==> config.mk <==
export PLATFORM = sky130hd
export DESIGN_NAME = tone_melody_sequencer
export DESIGN_NICKNAME = d
export VERILOG_FILES = /design/src/rtl/tms_pkg.sv /design/src/rtl/tms_div.sv /design/src/rtl/tms_dp.sv /design/src/rtl/tms_ctrl.sv /design/src/rtl/tone_melody_sequencer.sv
export SDC_FILE = /design/constraint.sdc
export NUM_CORES = 1
export LEC_CHECK = 0
export ABC_AREA = 1
export CAP_MARGIN = 40
export CORE_ASPECT_RATIO = 1.5
export CORE_MARGIN = 2
export CORE_UTILIZATION = 65
export DETAILED_ROUTE_END_ITERATION = 8
export DONT_BUFFER_PORTS = 1
export PLACE_DENSITY_LB_ADDON = 0.3
export SKIP_CTS_REPAIR_TIMING = 1
export SYNTH_ARGS = -nofsm -noshare
export SYNTH_HDL_FRONTEND = slang
export SYNTH_SLANG_ARGS = --single-unit
==> constraint.sdc <==
create_clock -name clk -period 10.1 [get_ports clk]
set_input_delay 1.01 -clock clk [delete_from_list [all_inputs] [get_ports clk]]
set_output_delay 1.01 -clock clk [all_outputs]
set_load 0.005 [all_outputs]
==> src/rtl/tms_pkg.sv <==
// Shared types and constants of the tone melody sequencer.
package tms_pkg;

    localparam int TICKS_W   = 13;
    localparam int FREQ_W    = 16;
    localparam int DUR_W     = 16;
    localparam int DIVISOR_W = 16;
    localparam int GAP_W     = 16;
    localparam int APB_AW    = 3;
    localparam int APB_DW    = 32;

    localparam logic [TICKS_W-1:0] TICKS_MAX = 13'd8191;
    localparam logic [TICKS_W-1:0] TICKS_MIN = 13'd1;

    localparam logic CMD_NOTE = 1'b0;
    localparam logic CMD_TICK = 1'b1;

    localparam logic STAT_OK   = 1'b0;
    localparam logic STAT_BUSY = 1'b1;

    // word index of the gap register on the configuration port
    localparam logic REG_GAP_IDX = 1'b0;

    typedef enum logic [1:0] {
        PH_IDLE = 2'd0,
        PH_TONE = 2'd1,
        PH_REST = 2'd2,
        PH_GAP  = 2'd3
    } phase_t;

    typedef enum logic [1:0] {
        ST_IDLE,
        ST_EVAL,
        ST_FREQ,
        ST_DONE
    } state_t;

    typedef struct packed {
        logic                 cmd;
        logic [FREQ_W-1:0]    freq_hz;
        logic [DUR_W-1:0]     duration_ms;
        logic                 last_note;
    } in_item_t;

    typedef struct packed {
        logic                 speaker_enable;
        logic [DIVISOR_W-1:0] divisor;
        logic                 divisor_loaded;
        logic [1:0]           phase;
        logic                 note_complete;
        logic                 status;
    } out_item_t;

    typedef struct packed {
        logic     capture;
        logic     div_start;
        logic     reject;
        logic     tick_dec;
        logic     go_idle;
        logic     load_divisor;
        logic     start_note;
        logic     start_gap;
        logic     out_load;
    } ctl_cmd_t;

    typedef struct packed {
        logic cmd_is_tick;
        logic phase_idle;
        logic freq_nonzero;
        logic ticks_gt1;
        logic gap_due;
        logic div_done;
    } dp_stat_t;

endpackage

==> src/rtl/tms_div.sv <==
// Restoring divider, one quotient bit per cycle.
module tms_div #(
    parameter int DW = 21,
    parameter int VW = 16
) (
    input  logic          clk,
    input  logic          rst_n,
    input  logic          start,
    input  logic [DW-1:0] dividend,
    input  logic [VW-1:0] divisor,
    output logic          done,
    output logic [DW-1:0] quotient
);
    localparam int CW = $clog2(DW + 1);

    logic [VW:0]   rem_reg, rem_next;
    logic [DW-1:0] quo_reg, quo_next;
    logic [VW-1:0] dvs_reg, dvs_next;
    logic [CW-1:0] cnt_reg, cnt_next;
    logic          busy_reg, busy_next;
    logic          done_reg, done_next;
    logic [VW:0]   shifted;
    logic          fits;

    always_comb
    begin
        shifted   = {rem_reg[VW-1:0], quo_reg[DW-1]};
        fits      = (shifted >= {1'b0, dvs_reg});
        rem_next  = rem_reg;
        quo_next  = quo_reg;
        dvs_next  = dvs_reg;
        cnt_next  = cnt_reg;
        busy_next = busy_reg;
        done_next = 1'b0;
        if (start)
        begin
            rem_next  = '0;
            quo_next  = dividend;
            dvs_next  = divisor;
            cnt_next  = CW'(DW);
            busy_next = 1'b1;
        end
        else if (busy_reg)
        begin
            rem_next = fits ? (shifted - {1'b0, dvs_reg}) : shifted;
            quo_next = {quo_reg[DW-2:0], fits};
            cnt_next = cnt_reg - CW'(1);
            if (cnt_reg == CW'(1))
            begin
                busy_next = 1'b0;
                done_next = 1'b1;
            end
        end
    end

    always_ff @(posedge clk or negedge rst_n)
    begin
        if (!rst_n)
        begin
            cnt_reg  <= '0;
            busy_reg <= 1'b0;
            done_reg <= 1'b0;
        end
        else
        begin
            cnt_reg  <= cnt_next;
            busy_reg <= busy_next;
            done_reg <= done_next;
        end
    end

    always_ff @(posedge clk)
    begin
        rem_reg <= rem_next;
        quo_reg <= quo_next;
        dvs_reg <= dvs_next;
    end

    assign done     = done_reg;
    assign quotient = quo_reg;

endmodule

==> src/rtl/tms_dp.sv <==
// Datapath: note state, tick counter, divisor, frequency divider and result register.
module tms_dp #(
    parameter int PIT_CLOCK_HZ = 1193182,
    parameter int TICK_MS      = 10,
    parameter int DIV_W        = 21
) (
    input  logic                       clk,
    input  logic                       rst_n,
    input  tms_pkg::in_item_t          in_data,
    input  logic [tms_pkg::GAP_W-1:0]  gap_ms,
    input  tms_pkg::ctl_cmd_t          cmd,
    output tms_pkg::dp_stat_t          stat,
    output tms_pkg::out_item_t         out_data
);
    import tms_pkg::*;

    localparam logic [DIV_W-1:0] PIT_DIVIDEND = DIV_W'(PIT_CLOCK_HZ);

    // ceil(ms / TICK_MS) as (ms + TICK_MS - 1) * RECIP >> TICK_SH, exact for MS_W-bit operands
    localparam int     MS_W       = DUR_W + 1;
    localparam int     TICK_SH    = MS_W + $clog2(TICK_MS);
    localparam int     RECIP_W    = MS_W + 2;
    localparam int     PROD_W     = MS_W + RECIP_W;
    localparam longint RECIP_FULL = ((longint'(1) << TICK_SH) + longint'(TICK_MS - 1))
                                    / longint'(TICK_MS);
    localparam logic [RECIP_W-1:0] RECIP   = RECIP_W'(RECIP_FULL);
    localparam logic [MS_W-1:0]    MS_BIAS = MS_W'(TICK_MS - 1);

    phase_t             phase_reg, phase_next;
    logic [TICKS_W-1:0] ticks_reg, ticks_next;
    logic [DIVISOR_W-1:0] divisor_reg, divisor_next;
    logic               final_reg, final_next;
    in_item_t           item_reg;
    logic               loaded_reg, loaded_next;
    logic               complete_reg, complete_next;
    logic               status_reg, status_next;
    out_item_t          out_reg;

    logic [DIV_W-1:0]     quotient;
    logic                 div_done;
    logic [DUR_W-1:0]     ms_src;
    logic [MS_W-1:0]      ms_biased;
    logic [PROD_W-1:0]    prod;
    logic [PROD_W-1:0]    ms_quot;
    logic [TICKS_W-1:0]   sat_ticks;

    tms_div #(
        .DW (DIV_W),
        .VW (DIVISOR_W)
    ) u_div (
        .clk      (clk),
        .rst_n    (rst_n),
        .start    (cmd.div_start),
        .dividend (PIT_DIVIDEND),
        .divisor  (item_reg.freq_hz),
        .done     (div_done),
        .quotient (quotient)
    );

    // convert ms to ticks and clamp the count to [1, TICKS_MAX]
    always_comb
    begin
        ms_src    = cmd.start_gap ? gap_ms : item_reg.duration_ms;
        ms_biased = MS_W'(ms_src) + MS_BIAS;
        prod      = PROD_W'(ms_biased) * PROD_W'(RECIP);
        ms_quot   = prod >> TICK_SH;
        if (ms_quot > PROD_W'(TICKS_MAX))
            sat_ticks = TICKS_MAX;
        else if (ms_quot == '0)
            sat_ticks = TICKS_MIN;
        else
            sat_ticks = ms_quot[TICKS_W-1:0];
    end

    always_comb
    begin
        phase_next    = phase_reg;
        ticks_next    = ticks_reg;
        divisor_next  = divisor_reg;
        final_next    = final_reg;
        loaded_next   = loaded_reg;
        complete_next = complete_reg;
        status_next   = status_reg;
        if (cmd.capture)
        begin
            loaded_next   = 1'b0;
            complete_next = 1'b0;
            status_next   = STAT_OK;
        end
        if (cmd.reject)
            status_next = STAT_BUSY;
        if (cmd.tick_dec)
            ticks_next = ticks_reg - TICKS_W'(1);
        if (cmd.go_idle)
        begin
            phase_next    = PH_IDLE;
            ticks_next    = '0;
            complete_next = 1'b1;
        end
        if (cmd.load_divisor)
        begin
            divisor_next = quotient[DIVISOR_W-1:0];
            loaded_next  = 1'b1;
        end
        if (cmd.start_note)
        begin
            phase_next = (item_reg.freq_hz != '0) ? PH_TONE : PH_REST;
            ticks_next = sat_ticks;
            final_next = item_reg.last_note;
        end
        if (cmd.start_gap)
        begin
            phase_next = PH_GAP;
            ticks_next = sat_ticks;
        end
    end

    always_ff @(posedge clk or negedge rst_n)
    begin
        if (!rst_n)
        begin
            phase_reg   <= PH_IDLE;
            ticks_reg   <= '0;
            divisor_reg <= '0;
            final_reg   <= 1'b0;
        end
        else
        begin
            phase_reg   <= phase_next;
            ticks_reg   <= ticks_next;
            divisor_reg <= divisor_next;
            final_reg   <= final_next;
        end
    end

    always_ff @(posedge clk)
    begin
        loaded_reg   <= loaded_next;
        complete_reg <= complete_next;
        status_reg   <= status_next;
        if (cmd.capture)
            item_reg <= in_data;
        if (cmd.out_load)
        begin
            out_reg.speaker_enable <= (phase_reg == PH_TONE);
            out_reg.divisor        <= divisor_reg;
            out_reg.divisor_loaded <= loaded_reg;
            out_reg.phase          <= phase_reg;
            out_reg.note_complete  <= complete_reg;
            out_reg.status         <= status_reg;
        end
    end

    always_comb
    begin
        stat.cmd_is_tick  = (item_reg.cmd == CMD_TICK);
        stat.phase_idle   = (phase_reg == PH_IDLE);
        stat.freq_nonzero = (item_reg.freq_hz != '0);
        stat.ticks_gt1    = (ticks_reg > TICKS_W'(1));
        stat.gap_due      = (phase_reg != PH_GAP) && (gap_ms != '0) && !final_reg;
        stat.div_done     = div_done;
    end

    assign out_data = out_reg;

endmodule

==> src/rtl/tms_ctrl.sv <==
// Controller: sequences capture, division, state updates and result hand-off.
module tms_ctrl (
    input  logic               clk,
    input  logic               rst_n,
    input  logic               in_valid,
    output logic               in_ready,
    output logic               out_valid,
    input  logic               out_ready,
    input  tms_pkg::dp_stat_t  stat,
    output tms_pkg::ctl_cmd_t  cmd
);
    import tms_pkg::*;

    state_t state_reg, state_next;
    logic   out_valid_reg, out_valid_next;
    logic   slot_free;

    assign slot_free = !out_valid_reg || out_ready;

    // next state
    always_comb
    begin
        state_next = state_reg;
        case (state_reg)
            ST_IDLE:
                if (in_valid)
                    state_next = ST_EVAL;
            ST_EVAL:
            begin
                if (!stat.cmd_is_tick && stat.phase_idle && stat.freq_nonzero)
                    state_next = ST_FREQ;
                else
                    state_next = ST_DONE;
            end
            ST_FREQ:
                if (stat.div_done)
                    state_next = ST_DONE;
            ST_DONE:
                if (slot_free)
                    state_next = ST_IDLE;
            default:
                state_next = ST_IDLE;
        endcase
    end

    // outputs
    always_comb
    begin
        cmd      = '0;
        in_ready = 1'b0;
        case (state_reg)
            ST_IDLE:
            begin
                in_ready    = 1'b1;
                cmd.capture = in_valid;
            end
            ST_EVAL:
            begin
                if (!stat.cmd_is_tick)
                begin
                    if (!stat.phase_idle)
                        cmd.reject = 1'b1;
                    else if (stat.freq_nonzero)
                        cmd.div_start = 1'b1;
                    else
                        cmd.start_note = 1'b1;
                end
                else if (!stat.phase_idle)
                begin
                    if (stat.ticks_gt1)
                        cmd.tick_dec = 1'b1;
                    else if (stat.gap_due)
                        cmd.start_gap = 1'b1;
                    else
                        cmd.go_idle = 1'b1;
                end
            end
            ST_FREQ:
            begin
                // load the divisor and start the tone together
                cmd.load_divisor = stat.div_done;
                cmd.start_note   = stat.div_done;
            end
            ST_DONE:
                cmd.out_load = slot_free;
            default:
                cmd = '0;
        endcase
    end

    always_comb
    begin
        if (cmd.out_load)
            out_valid_next = 1'b1;
        else if (out_ready)
            out_valid_next = 1'b0;
        else
            out_valid_next = out_valid_reg;
    end

    always_ff @(posedge clk or negedge rst_n)
    begin
        if (!rst_n)
        begin
            state_reg     <= ST_IDLE;
            out_valid_reg <= 1'b0;
        end
        else
        begin
            state_reg     <= state_next;
            out_valid_reg <= out_valid_next;
        end
    end

    assign out_valid = out_valid_reg;

endmodule

==> src/rtl/tone_melody_sequencer.sv <==
// Top level of the tone melody sequencer: configuration port, controller and datapath.
//
//   channel   direction  handshake            payload
//   in        sink       in_valid / in_ready  in_data   (cmd, freq_hz, duration_ms, last_note)
//   out       source     out_valid/out_ready  out_data  (speaker_enable .. status)
//   apb       slave      psel/penable/pready  paddr, pwdata, prdata (gap_ms at 0x0)
//
// One item at a time. A tick, a rest or a busy note passes through evaluation
// and hand-off; a tone also runs the restoring divider, DIV_W bits wide
// (21 bits with the default clock). Tick counts come from a constant reciprocal
// multiply. The next item is taken while a result waits.
// Reset is asynchronous, active low; it clears the phase, counters, divisor
// and gap register. A stalled result holds the block in its hand-off state.
module tone_melody_sequencer #(
    parameter int PIT_CLOCK_HZ = 1193182,
    parameter int TICK_MS      = 10
) (
    input  logic                        clk,
    input  logic                        rst_n,
    input  logic                        in_valid,
    output logic                        in_ready,
    input  tms_pkg::in_item_t           in_data,
    output logic                        out_valid,
    input  logic                        out_ready,
    output tms_pkg::out_item_t          out_data,
    input  logic                        psel,
    input  logic                        penable,
    input  logic                        pwrite,
    input  logic [tms_pkg::APB_AW-1:0]  paddr,
    input  logic [tms_pkg::APB_DW-1:0]  pwdata,
    output logic [tms_pkg::APB_DW-1:0]  prdata,
    output logic                        pready
);
    import tms_pkg::*;

    localparam int DIV_W = $clog2(PIT_CLOCK_HZ + 1);

    logic [GAP_W-1:0] gap_ms_reg, gap_ms_next;
    logic             gap_sel;
    ctl_cmd_t         cmd;
    dp_stat_t         stat;

    assign gap_sel = (paddr[APB_AW-1] == REG_GAP_IDX);
    assign pready  = 1'b1;

    always_comb
    begin
        gap_ms_next = gap_ms_reg;
        if (psel && penable && pwrite && gap_sel)
            gap_ms_next = pwdata[GAP_W-1:0];
    end

    always_ff @(posedge clk or negedge rst_n)
    begin
        if (!rst_n)
            gap_ms_reg <= '0;
        else
            gap_ms_reg <= gap_ms_next;
    end

    assign prdata = gap_sel ? APB_DW'(gap_ms_reg) : '0;

    tms_ctrl u_ctrl (
        .clk       (clk),
        .rst_n     (rst_n),
        .in_valid  (in_valid),
        .in_ready  (in_ready),
        .out_valid (out_valid),
        .out_ready (out_ready),
        .stat      (stat),
        .cmd       (cmd)
    );

    tms_dp #(
        .PIT_CLOCK_HZ (PIT_CLOCK_HZ),
        .TICK_MS      (TICK_MS),
        .DIV_W        (DIV_W)
    ) u_dp (
        .clk      (clk),
        .rst_n    (rst_n),
        .in_data  (in_data),
        .gap_ms   (gap_ms_reg),
        .cmd      (cmd),
        .stat     (stat),
        .out_data (out_data)
    );

    // an accepted transaction occupies the block for at least the next cycle
    a_busy_after_accept: assert property (@(posedge clk) disable iff (!rst_n)
        in_valid && in_ready |=> !in_ready)
        else $error("input taken while an item is in flight");

    a_speaker_tracks_phase: assert property (@(posedge clk) disable iff (!rst_n)
        out_valid |-> out_data.speaker_enable == (out_data.phase == PH_TONE))
        else $error("speaker enable disagrees with phase");

    a_reject_changes_nothing: assert property (@(posedge clk) disable iff (!rst_n)
        out_valid && out_data.status |-> !out_data.divisor_loaded && !out_data.note_complete)
        else $error("rejected note reported a state change");

    a_complete_is_idle: assert property (@(posedge clk) disable iff (!rst_n)
        out_valid && out_data.note_complete |-> out_data.phase == PH_IDLE)
        else $error("note completed but phase not idle");

endmodule

==> flow_metrics.tcl, run 1 <==
set metrics [dict create \
    slew_viol_final 0 \
    area_growth_pct 6.11 \
    synth_area_um2 13300 \
    startpoint "u_ctrl.state_reg[1]" \
    cp_data_arrival_time_ns 9.59 \
    place_hpwl_mm 25.6 \
    dieHeight_um 179 \
    cts_tree "built" \
    port_buffers 0 \
    dr_total_vias 10200 \
    wl_per_cell_um 17.6 \
    cp_common_cell "nand2_1" \
    wirelength_mm 31.8 \
    io_pins 133 \
    stdcell_count 1808 \
    cts_made_buffers 17 \
    critPathMaxStageDelay_ns 0.59 \
    finalSetupViolations 0 \
    maxCapViolCount 0 \
    drt_iter0_drc 677 \
    ys.flop_type "edfxtp_1" \
    dp_cells 1774 \
    r2r_slack_ns 0.83 \
    utilization_pct 69.8 \
    end_kind "flop" \
    drc 0 \
    drt-met1-wl_mm 11.6 \
    overflow 0 \
    fmax_mhz 108 \
    worstPathMaxFanout 20 \
    place_congestion 1.01 \
    crit_end "u_dp.ticks_reg[0]" \
    synth.area.top_cells "edfxtp_1 (16%), ha_1 (15%), fa_1 (13%), dfrtp_1 (11%), inv_1 (8.5%)" \
    fin_crit_sh_pct 91.8 \
    final_cell_mix "inv_1 (301), nand2_1 (257), ha_1 (155), nor2_1 (131), fa_1 (86)" \
    cts_root_buf "clkbuf_16" \
    path_buf_inv 9 \
    clockBufferDepth 2 \
    synth_top_area_share_pct 16.2 \
    worst_pin_slew_ns 0.787 \
    synthCells 1527 \
    dieArea_um2 21700 \
    timing.rr.end "u_dp.ticks_reg[0]" \
    status "complete, no violations" \
    gr-usage-all-layers_pct 30.8 \
    wl_met2_mm 17.0 \
    ys_seq_area_share_pct 33.1 \
    place_area_um2 13600 \
    hold_viol_final 0 \
    grt_pass1_wl_mm 52.2 \
    fin_skew_ns 0.00977 \
    grt_max_degree 59 \
    cts.clk_slew.worst_paths_ns 0.08 \
    avgSynthCellArea_um2 8.73 \
    yosys.area.top_type "edfxtp_1" \
    timing.rr.start "u_ctrl.state_reg[1]" \
    vias_per_cell 5.65 \
    final_common_cell "inv_1" \
    worstPathRequired_ns 10.43 \
    rows 64 \
    htree_num_levels 4 \
    placeableCoreArea_um2 20300 \
    critPathTopFamily "adder cells" \
    wl_met3_mm 1.38 \
    critPathLaunchType "flop" \
    drive_gt1_share_pct 5.64 \
    clkLatencyLatePin_ns 0.43 \
    grt_antenna_before_repair 4 \
    fin_tns_setup_ns 0 \
    firstDrtPassIters 5 \
    synth-edff-count 72 \
    dr.max_layer_used "met5" \
    rsz0062_at_grt "false" \
    design_area_um2 14200 \
    critical_path_class "flop to flop" \
    die_x_um 121 \
    layout.nets 1846 \
    hp-class "input port to asynchronous set/reset pin" \
    cts.sinks 170 \
    grt_pass1_vias 10700 \
    crit_cells 42 \
    r2r_cells 42 \
    relSlewSlack_pct 47.2 \
    ys_async_sr_fraction_pct 34.1 \
    yosysWarnings 0 \
    largest_reg_flops 33 \
    drtAntennaViolNets 0 \
    start_util_pct 65.8 \
    cp_slowest_cell "xor2_1" \
    period_minus_slack_ns 9.27 \
    synth-seq-cells 170 \
    ys_types 53 \
]
-- synthesized netlist by cell type, types with 7 or more instances --
cell      number
a21oi_1       74
a22oi_1       11
a41oi_1        7
buf_4         19
clkbuf_1      16
dfrtp_1       58
dfxtp_1       40
edfxtp_1      72
fa_1          86
ha_1         155
inv_1        301
inv_2          7
nand2_1      257
nand2_2       10
nand3_1       33
nand4_1       10
nor2_1       131
nor2_2         9
nor3_1        11
nor4_1         8
o211ai_1       9
o21ai_0       59
o21ai_1       19
o22ai_1       15
xnor2_1       16
xor2_1        33
-- metal layers --
metal,track usage (%),vias to the layer above
met2,56.0,334
met3,4.70,111
li1,-,4872
met4,17.5,4
met5,0,-
met1,33.3,4890
-- layout make-up --
cell class | count | area, µm²
multi-input cells | 1021 | 7580
clock inverters | 15 | 153
well taps | 264 | 330
flip-flops and latches | 170 | 4410
diodes | 2 | 5.00
inverters | 311 | 1170
repair buffers | 8 | 75.1
clock buffers | 17 | 425
fillers | 1547 | 6110
-- kinds of logic after synthesis --
family,share of synthesized area [%]
buffers and inverters,10.5
other,0.0563
xor gates and xnor gates,3.34
adders and majority gates,27.5
AOI/OAI and AO/OA,10.2
and+or+nand+nor,15.3
DFF,33.1
-- through the flow --
stage               hold WS (ns)  setup slack (ns)
global route               0.251            0.0972
CTS                        0.251             0.921
finish                     0.268             0.833
detailed placement         0.430              1.01
global placement           0.416              1.11
floorplan                  0.409              2.73
-- worst min path at each step --
| stage | from | end | slack (ns) | depth (start not counted) |
|---|---|---|---|---|
| 6_report | rst_n | u_dp.divisor_reg[1] | 0.27 | 0 |
| 5_1_grt | rst_n | u_dp.ticks_reg[3] | 0.25 | 0 |
| 4_1_cts | rst_n | u_dp.divisor_reg[1] | 0.25 | 0 |
| 3_5_place_dp | u_dp.item_reg[0] | u_dp.final_reg | 0.43 | 2 |
| 3_3_place_gp | u_dp.complete_reg | u_dp.out_data[1] | 0.42 | 0 |
| 2_1_floorplan | u_dp.complete_reg | u_dp.out_data[1] | 0.41 | 0 |
Power of run 1 is not shown: default switching activity piles up to over one toggle a cycle in this logic, so the estimate is an artifact.
==> inputs of run 2 (changes only) <==
CORE_UTILIZATION = 40   (was 65)
PLACE_DENSITY = 0.56   (was not set)
PLACE_DENSITY_LB_ADDON = not set   (was 0.3)
==> flow_metrics.tcl, run 2 (synthesis gave the netlist of run 1 again) <==
set metrics [dict create \
    design_area_um2 14400 \
    fin_skew_ns 0.0134 \
    worstPathMaxFanout 14 \
    io_pins 133 \
    wl_met3_um 996 \
    cp_slowest_cell "fa_1" \
    timing.rr.end "u_dp.ticks_reg[9]" \
    critical_path_class "flop to flop" \
    rows 81 \
    worst_pin_slew_ns 0.790 \
    r2r_cells 38 \
    drive_gt1_share_pct 5.70 \
    rsz0062_at_grt "false" \
    cts_made_buffers 17 \
    finalSetupViolations 0 \
    fin_tns_setup_ns 0 \
    drt_iter0_drc 421 \
    final_common_cell "inv_1" \
    fin_crit_sh_pct 90.5 \
    cp_data_arrival_time_ns 9.45 \
    port_buffers 0 \
    firstDrtPassIters 5 \
    end_kind "flop" \
    r2r_slack_ns 0.96 \
    final_cell_mix "inv_1 (301), nand2_1 (257), ha_1 (155), nor2_1 (130), fa_1 (86)" \
    dr.max_layer_used "met4" \
    wirelength_mm 32.2 \
    place_hpwl_mm 26.7 \
    dr_total_vias 9815 \
    drt-met1-wl_mm 12.3 \
    start_util_pct 40.7 \
    hold_viol_final 0 \
    dieArea_um2 34800 \
    slew_viol_final 0 \
    maxCapViolCount 0 \
    drc 0 \
    status "complete, no violations" \
    relSlewSlack_pct 47.4 \
    cts_tree "built" \
    timing.rr.start "u_ctrl.state_reg[1]" \
    drtAntennaViolNets 0 \
    clkLatencyLatePin_ns 0.44 \
    period_minus_slack_ns 9.14 \
    grt_max_degree 59 \
    dieHeight_um 228 \
    cts.sinks 170 \
    grt_pass1_wl_mm 52.9 \
    placeableCoreArea_um2 32700 \
    wl_met2_mm 17.9 \
    htree_num_levels 4 \
    clockBufferDepth 2 \
    cts.clk_slew.worst_paths_ns 0.07 \
    wl_per_cell_um 16.4 \
    critPathLaunchType "flop" \
    hp-class "input port to asynchronous set/reset pin" \
    gr-usage-all-layers_pct 19.4 \
    area_growth_pct 8.03 \
    overflow 0 \
    place_congestion 0.920 \
    layout.nets 1848 \
    grt_pass1_vias 10300 \
    vias_per_cell 5.01 \
    fmax_mhz 109 \
    die_x_um 153 \
    worstPathRequired_ns 10.41 \
    largest_reg_flops 33 \
    critPathMaxStageDelay_ns 0.65 \
    place_area_um2 13800 \
    grt_antenna_before_repair 2 \
    cts_root_buf "clkbuf_16" \
    cp_common_cell "nand2_1" \
]
==> run 2: worst max path at each step <==
stage / startpoint / to / slack [ns] / depth (start not counted)
floorplan: u_ctrl.state_reg[1] / u_dp.ticks_reg[0] / 2.73 / 42
global placement: u_ctrl.state_reg[1] / u_dp.ticks_reg[0] / 1.02 / 41
detailed placement: u_ctrl.state_reg[1] / u_dp.ticks_reg[9] / 0.92 / 39
CTS: u_ctrl.state_reg[1] / u_dp.ticks_reg[9] / 0.91 / 39
global route: u_ctrl.state_reg[1] / u_dp.ticks_reg[0] / 0.29 / 41
finish: u_ctrl.state_reg[1] / u_dp.ticks_reg[9] / 0.96 / 38
==> run 2: per-layer routing <==
layer / up-vias / GRT usage [%]
met4: 0 / 7.92
li1: 4874 / -
met3: 49 / 2.48
met1: 4707 / 20.5
met5: - / 0
met2: 185 / 38.7
==> run 2: worst max-delay path, delay by kind of cell (launching register included) <==
family                   cells  cell delay [ns]
AND/OR/NAND/NOR             16             2.65
flip-flops                   1             0.41
AO/OA/AOI/OAI                9             2.14
buffers and inverters        5             0.34
adder cells (fa/ha/maj)      8             3.48
==> run 2: metrics by stage <==
step | hold WS (ns) | instances | util (%) | worst slack (ns)
3_5_place_dp | 0.421 | 1927 | 42.2 | 0.918
5_1_grt | 0.244 | 1961 | 44.0 | 0.290
4_1_cts | 0.243 | 1959 | 44.0 | 0.909
3_3_place_gp | 0.420 | 1924 | 42.0 | 1.02
2_1_floorplan | 0.409 | 1542 | - | 2.73
6_report | 0.271 | 1961 | 44.0 | 0.959
==> run 2: final cells by class <==
type,instances,area [µm²]
flip-flops and latches,170,4410
fillers,3270,18300
inverters,311,1170
multi-input cells,1021,7580
repair buffers,10,123
diodes,2,5.00
well taps,415,519
clock buffers,17,425
clock inverters,15,170
Power of run 2 is left out for the same reason.
==> inputs of run 3 (changes only) <==
SYNTH_HIERARCHICAL = 1   (was not set)
==> flow_metrics.tcl, run 3 <==
set metrics [dict create \
    cts_tree "built" \
    finalSetupViolations 0 \
    place_hpwl_mm 30.6 \
    area_growth_pct 8.03 \
    worst_slack_ns 0.702 \
    fin_skew_ns 0.0167 \
    htree_num_levels 4 \
    port_buffers 0 \
    dp_cells 2219 \
    dr_total_vias 10900 \
    worst_pin_slew_ns 0.841 \
    hp-class "input port to asynchronous set/reset pin" \
    hold_viol_final 0 \
    clockBufferDepth 2 \
    maxCapViolCount 0 \
    grt_max_degree 59 \
    critPathMaxStageDelay_ns 0.57 \
    ys_types 58 \
    slew_viol_final 0 \
    gr-usage-all-layers_pct 20.0 \
    ys_async_sr_fraction_pct 34.1 \
    rows 85 \
    synth_commonest_cells "nand2_1 (428), inv_1 (339), ha_1 (155)" \
    vias_per_cell 4.83 \
    critPathLaunchType "flop" \
    dieHeight_um 237 \
    dieArea_um2 37700 \
    worstPathRequired_ns 10.47 \
    period_minus_slack_ns 9.40 \
    overflow 0 \
    worstPathMaxFanout 5 \
    drt_iter0_drc 674 \
    synth_top_area_share_pct 19.3 \
    cts.clk_slew.worst_paths_ns 0.08 \
    ys_seq_area_share_pct 32.0 \
    grt_pass1_vias 11100 \
    yosysMostFrequentCell "nand2_1" \
    largest_reg_flops 33 \
    synth.area.top_cells "edfxtp_1 (19%), ha_1 (13%), fa_1 (12%), nand2_1 (11%), dfrtp_1 (10%)" \
    stdcell_count 2253 \
    cts_made_buffers 17 \
    avgSynthCellArea_um2 8.31 \
    final_cell_mix "nand2_1 (428), inv_1 (338), ha_1 (155), nor2_1 (123), edfxtp_1 (93)" \
    yosys.area.top_type "edfxtp_1" \
    cts_root_buf "clkbuf_16" \
    synth-seq-cells 170 \
    place_ws_ns 0.742 \
    cts.sinks 170 \
    relSlewSlack_pct 43.7 \
    status "complete, no violations" \
    synth-edff-count 93 \
    fmax_mhz 106 \
    critical_path_class "flop to flop" \
    yosysWarnings 6 \
    rsz0062_at_grt "false" \
    clkLatencyLatePin_ns 0.44 \
    grt_pass1_wl_mm 58.8 \
    cp_data_arrival_time_ns 9.77 \
    synthCells 1740 \
    fin_crit_sh_pct 93.1 \
    firstDrtPassIters 5 \
    ys.flop_type "edfxtp_1" \
    cp_common_cell "nand2_1" \
    drive_gt1_share_pct 6.09 \
    wl_per_cell_um 16.3 \
    die_x_um 159 \
    placeableCoreArea_um2 35700 \
    synth_area_um2 14500 \
    drtAntennaViolNets 0 \
    start_util_pct 40.5 \
    io_pins 133 \
    cp_slowest_cell "fa_1" \
    grt_antenna_before_repair 1 \
    fin_tns_setup_ns 0 \
    place_congestion 0.933 \
    wirelength_mm 36.7 \
    end_kind "flop" \
    drc 0 \
    final_common_cell "nand2_1" \
    layout.nets 2078 \
]
run 3: final timing paths:
check                             startpoint                 to  slack, ns  cells after the start
max                        u_dp/ticks_reg[4]  u_dp/ticks_reg[0]       0.70                     47
min                                    rst_n     gap_ms_reg[15]       0.25                      0
max reg2reg                u_dp/ticks_reg[4]  u_dp/ticks_reg[0]       0.70                     47
min reg2reg                u_dp/complete_reg   u_dp/out_data[1]       0.43                      0
max in group asynchronous              rst_n  u_dp/ticks_reg[3]       9.71                      0
min in group clk           u_dp/complete_reg   u_dp/out_data[1]       0.43                      0
run 3: final cells by class:
cell class | count | area, µm²
Antenna cell | 1 | 2.50
Clock buffer | 18 | 439
Clock inverter | 14 | 170
Fill cell | 3670 | 20100
Inverter | 351 | 1330
Multi-Input combinational cell | 1209 | 8350
Sequential cell | 170 | 4620
Tap cell | 478 | 598
Timing Repair Buffer | 12 | 110
run 3: stage by stage:
step	hold slack, ns	area, µm²	utilization [%]
final	0.255	15600	43.7
after global routing	0.232	15600	43.7
after detailed placement	0.418	15000	42.0
after CTS	0.230	15600	43.7
after floorplan	0.408	14600	-
after global placement	0.417	15000	41.9
run 3: logic make-up after synthesis:
kind of cell | Yosys count | synth area share (%)
other cells | 4 | 0.104
compound gates | 142 | 5.62
simple gates | 737 | 22.2
xor+xnor | 43 | 2.84
mux | 8 | 0.640
buf+inv | 395 | 11.3
fa+ha+maj | 241 | 25.3
flops | 170 | 32.0
run 3: routing by layer:
layer	global-route usage (%)	routed length, µm	vias to the layer above
met2	39.7	20700	181
met5	0	0	-
li1	-	-	5480
met3	2.05	742	57
met1	21.7	14200	5162
met4	7.22	1110	0
run 3: worst max-delay path, delay by kind of cell (launching register included):
| family | cells | cell delay [ns] |
|---|---|---|
| fa+ha+maj | 8 | 3.63 |
| simple gates | 26 | 3.53 |
| buf+inv | 9 | 1.03 |
| compound gates | 3 | 0.58 |
| flops | 1 | 0.40 |
| xor+xnor | 1 | 0.17 |
Power of run 3 is left out for the same reason.
